$ cat config.mk
export PLATFORM = sky130hd
export DESIGN_NAME = stereo_peak_compressor_core
export DESIGN_NICKNAME = d
export VERILOG_FILES = /design/src/hdl/spc_pkg.sv /design/src/hdl/spc_mul.sv /design/src/hdl/stereo_peak_compressor_core.sv
export VERILOG_INCLUDE_DIRS = /design/src /design/src/hdl
export SDC_FILE = /design/constraint.sdc
export NUM_CORES = 2
export LEC_CHECK = 0
export BUFFER_PORTS_ARGS = -buffer_cell sky130_fd_sc_hd__buf_2
export CORE_MARGIN = 5
export CORE_UTILIZATION = 44
export DETAILED_ROUTE_END_ITERATION = 16
export PLACE_DENSITY_LB_ADDON = 0.25
export SLEW_MARGIN = 20
export SYNTH_ARGS = -nofsm -noshare
export SYNTH_HDL_FRONTEND = slang
export SYNTH_SLANG_ARGS = --single-unit
$ cat constraint.sdc
create_clock -name clk -period 15.4 [get_ports clk]
set_input_delay 0.77 -clock clk [delete_from_list [all_inputs] [get_ports clk]]
set_output_delay 0.77 -clock clk [all_outputs]
set_load 0.005 [all_outputs]
$ cat src/hdl/stereo_peak_compressor_core_defines.svh
// Assertion macros for the compressor core.
// They expect clk and rst_n in the scope of use.
`ifndef STEREO_PEAK_COMPRESSOR_CORE_DEFINES_SVH
`define STEREO_PEAK_COMPRESSOR_CORE_DEFINES_SVH

`define SPC_ASSERT_ALWAYS(label, cond) \
    label: assert property (@(posedge clk) disable iff (!rst_n) (cond)) \
        else $error("assertion failed");

`define SPC_ASSERT_IMPL(label, ante, cons) \
    label: assert property (@(posedge clk) disable iff (!rst_n) (ante) |-> (cons)) \
        else $error("assertion failed");

`define SPC_ASSERT_NEXT(label, ante, cons) \
    label: assert property (@(posedge clk) disable iff (!rst_n) (ante) |=> (cons)) \
        else $error("assertion failed");

`endif

$ cat src/hdl/spc_pkg.sv
package spc_pkg;

    localparam int SAMPLE_BITS     = 24;
    localparam int GAIN_TABLE_BITS = 10;
    localparam int GAIN_W          = 17;
    localparam int CFG_W           = 23;
    localparam int CFG_IDX_W       = 3;
    localparam int RED_W           = 16;
    localparam int MUL_W           = 32;
    localparam int PROD_W          = 2 * MUL_W;
    localparam int CHAIN_W         = 31;

    localparam int IN_DATA_W  = ((2 * SAMPLE_BITS + 7) / 8) * 8;
    localparam int OUT_DATA_W = ((4 * SAMPLE_BITS + RED_W + 7) / 8) * 8;

    localparam logic [21:0] OCT_PER_UNIT_Q32 = 22'd2786635;
    localparam logic [14:0] NINE_TENTHS_Q15  = 15'd29491;

    typedef enum logic [CFG_IDX_W-1:0] {
        REG_MASTER_GAIN  = 3'd0,
        REG_GATE_LEVEL   = 3'd1,
        REG_MIN_GAIN_DB  = 3'd2,
        REG_ATTACK_STEP  = 3'd3,
        REG_RELEASE_STEP = 3'd4,
        REG_HOLD_FRAMES  = 3'd5,
        REG_METER_PERIOD = 3'd6,
        REG_METER_FALL   = 3'd7
    } cfg_reg_e;

    typedef struct packed {
        logic             en;
        logic [MUL_W-1:0] a;
        logic [MUL_W-1:0] b;
    } mul_req_t;

    typedef logic [GAIN_TABLE_BITS-1:0][CHAIN_W-1:0] chain_t;

    function automatic logic [63:0] isqrt64(input logic [63:0] x_in);
        logic [63:0] x;
        logic [63:0] r;
        logic [63:0] b;
        x = x_in;
        r = '0;
        b = 64'd1 << 62;
        for (int i = 0; i < 32; i++)
        begin
            if (x >= r + b)
            begin
                x = x - (r + b);
                r = (r >> 1) + b;
            end
            else
            begin
                r = r >> 1;
            end
            b = b >> 2;
        end
        return r;
    endfunction

    // Q30 factors 2^-(2^-k), k = 1..GAIN_TABLE_BITS
    function automatic chain_t sqrt_chain();
        chain_t      res;
        logic [63:0] c;
        c = 64'd1 << 29;
        for (int k = 0; k < GAIN_TABLE_BITS; k++)
        begin
            c = isqrt64(c << 30);
            res[k] = c[CHAIN_W-1:0];
        end
        return res;
    endfunction

    localparam chain_t SQRT_CHAIN = sqrt_chain();

endpackage

$ cat src/hdl/spc_mul.sv
module spc_mul
(
    input  logic                       clk,
    input  spc_pkg::mul_req_t          req,
    output logic [spc_pkg::PROD_W-1:0] prod
);

    logic [spc_pkg::PROD_W-1:0] prod_reg;

    always_ff @(posedge clk)
    begin
        if (req.en)
        begin
            prod_reg <= req.a * req.b;
        end
    end

    assign prod = prod_reg;

endmodule

$ cat src/hdl/stereo_peak_compressor_core.sv
// Stereo peak compressor with hold and falling peak meter. Each request on the
// s_ side is one stereo frame and yields exactly one request on the m_ side.
// A frame is accepted only once the sequencer has finished the previous one
// (s_tready is high only while the sequencer is idle); the pace is set by
// the single shared 32x32 multiplier, which forms 16 products per frame in
// turn: the dB-to-octave conversion, master gain times 0.9, ten steps of the
// 2^-f mantissa, and two products per channel. The result sits in an output
// register, so the next frame is taken while it waits; a stalled m_tready
// holds the sequencer in its final step only. Configuration writes take
// effect at once and belong between frames.
`include "stereo_peak_compressor_core_defines.svh"

module stereo_peak_compressor_core
(
    input  logic                                 clk,
    input  logic                                 rst_n,
    input  logic                                 s_tvalid,
    output logic                                 s_tready,
    input  logic [spc_pkg::IN_DATA_W-1:0]        s_tdata,   // left_in, right_in
    output logic                                 m_tvalid,
    input  logic                                 m_tready,
    output logic [spc_pkg::OUT_DATA_W-1:0]       m_tdata,   // left_out, right_out,
                                                            // meter_left, meter_right,
                                                            // reduction_db
    output logic [0:0]                           m_tuser,   // meter_valid
    input  logic                                 cfg_we,
    input  logic [spc_pkg::CFG_IDX_W-1:0]        cfg_index,
    input  logic [spc_pkg::CFG_W-1:0]            cfg_data
);

    localparam int SB    = spc_pkg::SAMPLE_BITS;
    localparam int NB    = spc_pkg::GAIN_TABLE_BITS;
    localparam int GW    = spc_pkg::GAIN_W;
    localparam int K_W   = $clog2(NB);
    localparam int CW    = spc_pkg::CHAIN_W;

    typedef enum logic [10:0] {
        S_IDLE = 11'b000_0000_0001,
        S_OCT  = 11'b000_0000_0010,
        S_OCTR = 11'b000_0000_0100,
        S_G9R  = 11'b000_0000_1000,
        S_MMUL = 11'b000_0001_0000,
        S_MACC = 11'b000_0010_0000,
        S_MAG  = 11'b000_0100_0000,
        S_P1   = 11'b000_1000_0000,
        S_PMUL = 11'b001_0000_0000,
        S_SCL  = 11'b010_0000_0000,
        S_FIN  = 11'b100_0000_0000
    } state_t;

    // configuration
    logic [15:0]          master_gain_reg;
    logic [22:0]          gate_level_reg;
    logic signed [GW-1:0] min_gain_reg;
    logic [15:0]          attack_reg;
    logic [15:0]          release_reg;
    logic [15:0]          hold_frames_reg;
    logic [15:0]          meter_period_reg;
    logic [22:0]          meter_fall_reg;

    // control and state
    state_t               state_reg, state_next;
    logic [K_W-1:0]       k_reg, k_next;
    logic                 ch_reg, ch_next;
    logic signed [GW-1:0] gain_db_reg, gain_db_next;
    logic [15:0]          hold_reg, hold_next;
    logic signed [SB-1:0] peak_l_reg, peak_l_next;
    logic signed [SB-1:0] peak_r_reg, peak_r_next;
    logic signed [SB-1:0] level_left_reg, level_left_next;
    logic signed [SB-1:0] level_right_reg, level_right_next;
    logic [15:0]          period_reg, period_next;
    logic                 out_valid_reg, out_valid_next;

    // payload
    logic signed [SB-1:0] in_l_reg, in_r_reg;
    logic [GW-1:0]        neg_reg;
    logic [22:0]          oct_reg;
    logic [30:0]          g9_reg;
    logic [CW-1:0]        m_reg;
    logic [NB-1:0]        idx_reg;
    logic [28:0]          mant_reg;
    logic [27:0]          p1_reg;
    logic signed [SB-1:0] lo_reg, ro_reg;
    logic signed [SB-1:0] out_l_reg, out_r_reg, out_ml_reg, out_mr_reg;
    logic [spc_pkg::RED_W-1:0] out_red_reg;
    logic                 out_mv_reg;

    spc_pkg::mul_req_t          mreq;
    logic [spc_pkg::PROD_W-1:0] prod;

    spc_mul u_mul
    (
        .clk  (clk),
        .req  (mreq),
        .prod (prod)
    );

    logic accept;
    logic fin_go;

    assign s_tready = (state_reg == S_IDLE);
    assign accept   = s_tvalid && s_tready;
    assign fin_go   = (state_reg == S_FIN) && (!out_valid_reg || m_tready);

    // ---------------- datapath pieces ----------------
    logic signed [SB-1:0] cur_s;
    logic [SB-1:0]        cur_mag;
    logic [63:0]          oct_sum, m_sum, p1_sum;
    logic [7:0]           shamt;
    logic [63:0]          shifted;
    logic [32:0]          rnd;
    logic [31:0]          r_mag, r_sat;
    logic signed [SB-1:0] scl_val;

    always_comb
    begin
        cur_s   = ch_reg ? in_r_reg : in_l_reg;
        cur_mag = cur_s[SB-1] ? (~cur_s + SB'(1)) : cur_s;
        oct_sum = prod + 64'd32768;
        m_sum   = prod + (64'd1 << 29);
        p1_sum  = prod + (64'd1 << 26);
        shamt   = 8'd27 + {1'b0, oct_reg[22:16]};
        shifted = prod >> shamt[5:0];
        rnd     = {1'b0, shifted[31:0]} + 33'd1;
        r_mag   = (shamt >= 8'd63) ? 32'd0 : rnd[32:1];
        if (cur_s[SB-1])
        begin
            r_sat   = (r_mag > (32'd1 << (SB - 1))) ? (32'd1 << (SB - 1)) : r_mag;
            scl_val = ~r_sat[SB-1:0] + SB'(1);
        end
        else
        begin
            r_sat   = (r_mag > ((32'd1 << (SB - 1)) - 32'd1)) ?
                      ((32'd1 << (SB - 1)) - 32'd1) : r_mag;
            scl_val = r_sat[SB-1:0];
        end
    end

    always_comb
    begin
        mreq = '0;
        unique case (state_reg)
            S_OCT:
            begin
                mreq.en = 1'b1;
                mreq.a  = 32'(neg_reg);
                mreq.b  = 32'(spc_pkg::OCT_PER_UNIT_Q32);
            end
            S_OCTR:
            begin
                mreq.en = 1'b1;
                mreq.a  = 32'(master_gain_reg);
                mreq.b  = 32'(spc_pkg::NINE_TENTHS_Q15);
            end
            S_MMUL:
            begin
                mreq.en = 1'b1;
                mreq.a  = 32'(m_reg);
                mreq.b  = 32'(spc_pkg::SQRT_CHAIN[k_reg]);
            end
            S_MAG:
            begin
                mreq.en = 1'b1;
                mreq.a  = 32'(cur_mag);
                mreq.b  = 32'(g9_reg);
            end
            S_PMUL:
            begin
                mreq.en = 1'b1;
                mreq.a  = 32'(p1_reg);
                mreq.b  = 32'(mant_reg);
            end
            default:
            begin
                mreq = '0;
            end
        endcase
    end

    // ---------------- frame close ----------------
    logic [SB-1:0]        abs_l, abs_r, dc;
    logic                 loud;
    logic signed [GW-1:0] minv;
    logic signed [GW+1:0] att, rel;
    logic signed [GW-1:0] gain_upd;
    logic signed [SB-1:0] pl_new, pr_new;
    logic signed [SB:0]   sub_l, sub_r;
    logic signed [SB-1:0] lvl_l_new, lvl_r_new;
    logic                 emit;
    logic [spc_pkg::RED_W-1:0] red;

    always_comb
    begin
        abs_l = lo_reg[SB-1] ? (~lo_reg + SB'(1)) : lo_reg;
        abs_r = ro_reg[SB-1] ? (~ro_reg + SB'(1)) : ro_reg;
        dc    = (abs_l > abs_r) ? abs_l : abs_r;
        loud  = dc > SB'(gate_level_reg);
        minv  = min_gain_reg[GW-1] ? min_gain_reg : '0;
        att   = (GW+2)'(gain_db_reg) - $signed({3'b000, attack_reg});
        rel   = (GW+2)'(gain_db_reg) + $signed({3'b000, release_reg});
        hold_next = hold_reg;
        priority if (loud)
        begin
            gain_upd  = (att < (GW+2)'(minv)) ? minv : att[GW-1:0];
            hold_next = hold_frames_reg;
        end
        else if (hold_reg != 16'd0)
        begin
            gain_upd  = gain_db_reg;
            hold_next = hold_reg - 16'd1;
        end
        else
        begin
            gain_upd = (rel > 0) ? '0 : rel[GW-1:0];
        end

        pl_new = (lo_reg > peak_l_reg) ? lo_reg : peak_l_reg;
        pr_new = (ro_reg > peak_r_reg) ? ro_reg : peak_r_reg;
        sub_l  = (SB+1)'(level_left_reg) - $signed({2'b00, meter_fall_reg});
        sub_r  = (SB+1)'(level_right_reg) - $signed({2'b00, meter_fall_reg});
        lvl_l_new = (sub_l < (SB+1)'(pl_new)) ? pl_new : sub_l[SB-1:0];
        lvl_r_new = (sub_r < (SB+1)'(pr_new)) ? pr_new : sub_r[SB-1:0];
        emit = (period_reg == 16'd0);
        red  = neg_reg[GW-1] ? '1 : neg_reg[spc_pkg::RED_W-1:0];
    end

    // ---------------- sequencer ----------------
    always_comb
    begin
        state_next       = state_reg;
        k_next           = k_reg;
        ch_next          = ch_reg;
        gain_db_next     = gain_db_reg;
        peak_l_next      = peak_l_reg;
        peak_r_next      = peak_r_reg;
        level_left_next  = level_left_reg;
        level_right_next = level_right_reg;
        period_next      = period_reg;
        out_valid_next   = out_valid_reg && !m_tready;
        unique case (state_reg)
            S_IDLE:
            begin
                if (accept)
                begin
                    state_next = S_OCT;
                end
            end
            S_OCT:  state_next = S_OCTR;
            S_OCTR: state_next = S_G9R;
            S_G9R:
            begin
                k_next     = '0;
                state_next = S_MMUL;
            end
            S_MMUL: state_next = S_MACC;
            S_MACC:
            begin
                k_next = k_reg + K_W'(1);
                if (k_reg == K_W'(NB - 1))
                begin
                    ch_next    = 1'b0;
                    state_next = S_MAG;
                end
                else
                begin
                    state_next = S_MMUL;
                end
            end
            S_MAG:  state_next = S_P1;
            S_P1:   state_next = S_PMUL;
            S_PMUL: state_next = S_SCL;
            S_SCL:
            begin
                ch_next    = 1'b1;
                state_next = ch_reg ? S_FIN : S_MAG;
            end
            S_FIN:
            begin
                if (fin_go)
                begin
                    out_valid_next = 1'b1;
                    gain_db_next   = gain_upd;
                    if (emit)
                    begin
                        period_next      = meter_period_reg;
                        level_left_next  = lvl_l_new;
                        level_right_next = lvl_r_new;
                        peak_l_next      = '0;
                        peak_r_next      = '0;
                    end
                    else
                    begin
                        period_next = period_reg - 16'd1;
                        peak_l_next = pl_new;
                        peak_r_next = pr_new;
                    end
                    state_next = S_IDLE;
                end
            end
            default: state_next = S_IDLE;
        endcase
    end

    always_ff @(posedge clk or negedge rst_n)
    begin
        if (!rst_n)
        begin
            state_reg       <= S_IDLE;
            k_reg           <= '0;
            ch_reg          <= 1'b0;
            gain_db_reg     <= '0;
            hold_reg        <= '0;
            peak_l_reg      <= '0;
            peak_r_reg      <= '0;
            level_left_reg  <= '0;
            level_right_reg <= '0;
            period_reg      <= '0;
            out_valid_reg   <= 1'b0;
        end
        else
        begin
            state_reg       <= state_next;
            k_reg           <= k_next;
            ch_reg          <= ch_next;
            gain_db_reg     <= gain_db_next;
            if (fin_go)
            begin
                hold_reg <= hold_next;
            end
            peak_l_reg      <= peak_l_next;
            peak_r_reg      <= peak_r_next;
            level_left_reg  <= level_left_next;
            level_right_reg <= level_right_next;
            period_reg      <= period_next;
            out_valid_reg   <= out_valid_next;
        end
    end

    always_ff @(posedge clk or negedge rst_n)
    begin
        if (!rst_n)
        begin
            master_gain_reg  <= 16'd4096;
            gate_level_reg   <= 23'd8388607;
            min_gain_reg     <= -17'sd38400;
            attack_reg       <= 16'd256;
            release_reg      <= 16'd16;
            hold_frames_reg  <= 16'd1200;
            meter_period_reg <= 16'd1023;
            meter_fall_reg   <= 23'd1024;
        end
        else if (cfg_we)
        begin
            unique case (spc_pkg::cfg_reg_e'(cfg_index))
                spc_pkg::REG_MASTER_GAIN:  master_gain_reg  <= cfg_data[15:0];
                spc_pkg::REG_GATE_LEVEL:   gate_level_reg   <= cfg_data[22:0];
                spc_pkg::REG_MIN_GAIN_DB:  min_gain_reg     <= cfg_data[GW-1:0];
                spc_pkg::REG_ATTACK_STEP:  attack_reg       <= cfg_data[15:0];
                spc_pkg::REG_RELEASE_STEP: release_reg      <= cfg_data[15:0];
                spc_pkg::REG_HOLD_FRAMES:  hold_frames_reg  <= cfg_data[15:0];
                spc_pkg::REG_METER_PERIOD: meter_period_reg <= cfg_data[15:0];
                spc_pkg::REG_METER_FALL:   meter_fall_reg   <= cfg_data[22:0];
                default: ;
            endcase
        end
    end

    // payload, no reset
    always_ff @(posedge clk)
    begin
        if (accept)
        begin
            in_l_reg <= s_tdata[SB-1:0];
            in_r_reg <= s_tdata[2*SB-1:SB];
            neg_reg  <= ~gain_db_reg + GW'(1);
            m_reg    <= CW'(1) << 30;
        end
        if (state_reg == S_OCTR)
        begin
            oct_reg <= oct_sum[38:16];
            idx_reg <= oct_sum[31:32-NB];
        end
        if (state_reg == S_G9R)
        begin
            g9_reg <= prod[30:0];
        end
        if (state_reg == S_MACC)
        begin
            if (idx_reg[NB-1])
            begin
                m_reg <= m_sum[60:30];
            end
            idx_reg <= {idx_reg[NB-2:0], 1'b0};
        end
        if (state_reg == S_MAG)
        begin
            mant_reg <= 29'((32'(m_reg) + 32'd2) >> 2);
        end
        if (state_reg == S_P1)
        begin
            p1_reg <= p1_sum[54:27];
        end
        if (state_reg == S_SCL)
        begin
            if (ch_reg)
            begin
                ro_reg <= scl_val;
            end
            else
            begin
                lo_reg <= scl_val;
            end
        end
        if (fin_go)
        begin
            out_l_reg   <= lo_reg;
            out_r_reg   <= ro_reg;
            out_mv_reg  <= emit;
            out_ml_reg  <= emit ? lvl_l_new : '0;
            out_mr_reg  <= emit ? lvl_r_new : '0;
            out_red_reg <= emit ? red : '0;
        end
    end

    assign m_tvalid = out_valid_reg;
    assign m_tuser  = out_mv_reg;
    assign m_tdata  = spc_pkg::OUT_DATA_W'({out_red_reg, out_mr_reg, out_ml_reg,
                                            out_r_reg, out_l_reg});

    `SPC_ASSERT_NEXT(a_accept_starts, accept, state_reg == S_OCT)
    `SPC_ASSERT_ALWAYS(a_gain_nonpos, gain_db_reg[GW-1] || (gain_db_reg == '0))
    `SPC_ASSERT_ALWAYS(a_level_nonneg, !level_left_reg[SB-1] && !level_right_reg[SB-1])
    `SPC_ASSERT_NEXT(a_fin_stall, (state_reg == S_FIN) && out_valid_reg && !m_tready,
                     state_reg == S_FIN)

endmodule

==> summary.md <==
| Metric | Value |
|---|---|
| Aggregate global routing overflow | `0` |
| P_leak | `38.0 nW` |
| Hpwl dp | `201000 um` |
| Via/cell ratio | `5.78` |
| Post-synthesis compound-gate area fraction | `9.89%` |
| CTS buffer count | `81` |
| Gate Count Post-Synth | `8122` |
| Gpl congestion | `0.953` |
| Longest Clk Path Bufs | `3` |
| Max_slew headroom | `21.3%` |
| Post-Syn Area | `76600 um^2` |
| Total number of vias | `61000` |
| Post-DRT Antenna Nets | `0` |
| Slew Limit Fails | `0` |
| R2R Path Start | `ch_reg$_DFFE_PN0P_` |
| Largest net degree at the start of global routing | `165` |
| Netlist cell types | `108` |
| FP Rows | `153` |
| Register area share after synthesis | `26.3%` |
| Synth top area share | `22.0%` |
| Crit Path Max Fanout | `48` |
| Number of H-tree levels | `3` |
| Fmax | `0.0772 GHz` |
| Critical Path AT | `13.39 ns` |
| Met3 Use GR | `5.13%` |
| RSZ-0062 raised after global routing | `no` |
| Setup TNS Final | `0 ns` |
| Seq. cell area | `20200 um^2` |
| Worst Skew | `0.0254 ns` |
| Root Driver | `clkbuf_16` |
| # nets final | `9646` |
| Max reg flops | `64` |
| Post-synthesis register bit count | `731` |
| Post-Layout Cell Count | `10600` |
| # clock sinks | `731` |
| DIE HEIGHT | `427 um` |
| First-pass GRT wire length | `393000 um` |
| TritonCTS clock tree | `built` |
| FF-to-FF setup slack | `2.45 ns` |
| Die area | `183000 um^2` |
| Vias in the first global route | `62100` |
| Area grow syn2layout | `8.67%` |
| Critical Path RT | `15.84 ns` |
| Crit Path Category | `flop to flop` |
| Worst-skew pair later-pin latency | `0.69 ns` |
| Hold Vio Cnt, Final | `0` |
| Asr flop ratio synth | `41.7%` |
| Worst-margin pin slew | `1.18 ns` |
| Initial cell density of the core | `44.1%` |
| Cell at the slowest stage of the critical path | `dfrtp_2` |
| Core area | `174000 um^2` |
| VDD IR max | `81.1 uV` |
| Worst r2r path cells | `39` |
| Share of cells above drive strength 1 | `10.7%` |
| XOR/XNOR Fraction of Synth Area | `3.59%` |
| Placed Cells | `10400` |
| Period utilisation layout | `84.1%` |
| Simple-gate share of the synthesized area | `14.0%` |
| Drt drc | `0` |
| Reg-to-Reg End | `u_mul.prod[63]$_DFFE_PN_` |
| Initial antenna violation count | `12` |
| Post-CTS setup buffer count | `0` |
| Gr usage total | `28.8%` |
| Post-Synth Adder-Cell Area | `31.0%` |
| Drt pass-1 iters | `6` |
| Most Crowded Layer GR | `met2` |
| Met2 usage | `47.1%` |
| Post-synth EDFFs | `394` |
| Clock-pin slew on the worst setup and hold paths | `0.06 ns` |
| Worst hold path class | `input pin to async pin` |
| CP dominant cell by count | `fa_1` |
| Power per cell area | `81.1 nW/um^2` |
| Ports | `194` |
| Hold buffers post-CTS | `0` |
| Status | `complete, no violations` |
| Syn avg cell area | `9.43 um^2` |
| CP max stage delay | `1.06 ns` |
| Port buffer count | `193` |
| Final worst path period need | `12.95 ns` |
| Routed wire length | `264000 um` |
| Fillers | `16400` |
| Maxcap violations | `0` |
| Synth top area cells | `fa_1 22%, edfxtp_1 15%, ha_1 9.0%` |
| Area occupied by multi-input gates | `50400 um^2` |
| Multiplexer share of the synthesized area | `6.71%` |
| WL per Instance | `24.9 um` |
| Ys flop type | `edfxtp_1` |
| Synth top cells by count | `1268 x inv_1, 919 x nand2_1, 843 x fa_1` |
| Synth warnings | `0` |
| Place WS | `2.53 ns` |
| Dominant cell type by area after synthesis | `fa_1` |
| Final Setup Violations | `0` |
| Met1 global-route usage | `36.7%` |
| Worst setup EP type | `flop` |
| Most numerous cell in the Yosys netlist | `inv_1` |
| Setup crit start kind | `flop` |
| Final WS setup | `2.45 ns` |
| Largest family of logic cells by synthesized area | `adder cells` |
| Starting DRT DRC Count | `5324` |
| Post_cts resized | `0` |
| Die X | `427 um` |
-- cells in the final DEF, fill, tap and decap left out, drive strengths merged, types with 20 or more instances in the layout --
cell type  count
and2          58
and3          46
nand4         78
nand3        132
nand2b        58
a21o         102
buf          361
nor3         110
dfstp         47
nand2        919
clkinv        32
dfxtp         32
xor2         131
nor4          31
edfxtp       394
mux2i        177
a211oi        27
dfrtp        258
inv         1279
o22ai         57
o211ai        21
o21a          56
mux4          70
a221oi        21
o31ai         29
a31oi         32
nor2         790
nor2b         53
a22oi         62
or3           48
ha           550
fa           843
a21oi        269
clkbuf       102
and4          20
xnor2        181
o21ai        355
mux2         159
-- area by class of cell --
type / instances / share of cell area [%]
Antenna cell: 2 / 0.00601
Clock buffer: 102 / 2.72
Clock inverter: 50 / 0.621
Inverter: 1273 / 5.75
Multi-Input combinational cell: 5726 / 60.5
Sequential cell: 731 / 24.2
Tap cell: 2325 / 3.49
Timing Repair Buffer: 361 / 2.70
-- through the flow --
| stage | cell area (um^2) | utilization [%] | total power, W | hold WS, ns |
|---|---|---|---|---|
| after floorplan | 76600 | - | 0.00384 | 0.421 |
| after global placement | 80500 | 46.3 | 0.00466 | 0.458 |
| after detailed placement | 80500 | 46.3 | 0.00468 | 0.470 |
| after CTS | 83200 | 47.9 | 0.00674 | 0.0842 |
| after global routing | 83300 | 47.9 | 0.00702 | 0.110 |
| final | 83300 | 48.0 | 0.00675 | 0.0621 |
-- worst max-delay path, delay by kind of cell, from the launching register on --
| family | cells | cell delay, ns |
|---|---|---|
| flops | 1 | 1.06 |
| compound gates | 15 | 3.83 |
| simple gates | 8 | 2.42 |
| xor+xnor | 1 | 0.13 |
| fa+ha+maj | 9 | 4.37 |
| buf+inv | 6 | 0.81 |
-- metal layers --
layer,wire [um],up-vias,share of wire (%)
li1,-,26900,-
met5,13,-,0.0049
met2,122000,2661,46
met1,103000,30700,39
met3,21200,685,8.1
met4,17300,2,6.6
-- power by group --
part	leakage [nW]	internal, W	switching, W
clock network	1.36	0.00117	0.000877
logic	28.7	0.000731	0.00146
registers	7.95	0.00231	0.000198
-- how the worst max path moves through the flow --
stage / from / end / slack [ns] / cells after the start
2_1_floorplan: state_reg[7]$_DFFE_PN0P_ / u_mul.prod[63]$_DFFE_PN_ / 4.15 / 39
3_3_place_gp: ch_reg$_DFFE_PN0P_ / u_mul.prod[63]$_DFFE_PN_ / 2.81 / 39
3_5_place_dp: ch_reg$_DFFE_PN0P_ / u_mul.prod[63]$_DFFE_PN_ / 2.53 / 39
4_1_cts: ch_reg$_DFFE_PN0P_ / u_mul.prod[63]$_DFFE_PN_ / 2.49 / 39
5_1_grt: ch_reg$_DFFE_PN0P_ / u_mul.prod[63]$_DFFE_PN_ / 1.77 / 39
6_report: ch_reg$_DFFE_PN0P_ / u_mul.prod[63]$_DFFE_PN_ / 2.45 / 39
-- logic make-up (layout without fill, tap and decap cells) --
kind of cell / Yosys count / in the layout
adders and majority gates: 1393 / 1393
AOI/OAI and AO/OA: 1191 / 1191
xor gates and xnor gates: 312 / 312
muxes: 406 / 406
DFF: 731 / 731
other: 1 / 10
and+or+nand+nor: 2416 / 2416
buffers and inverters: 1672 / 1786
Power figures use the tool's default switching activity.
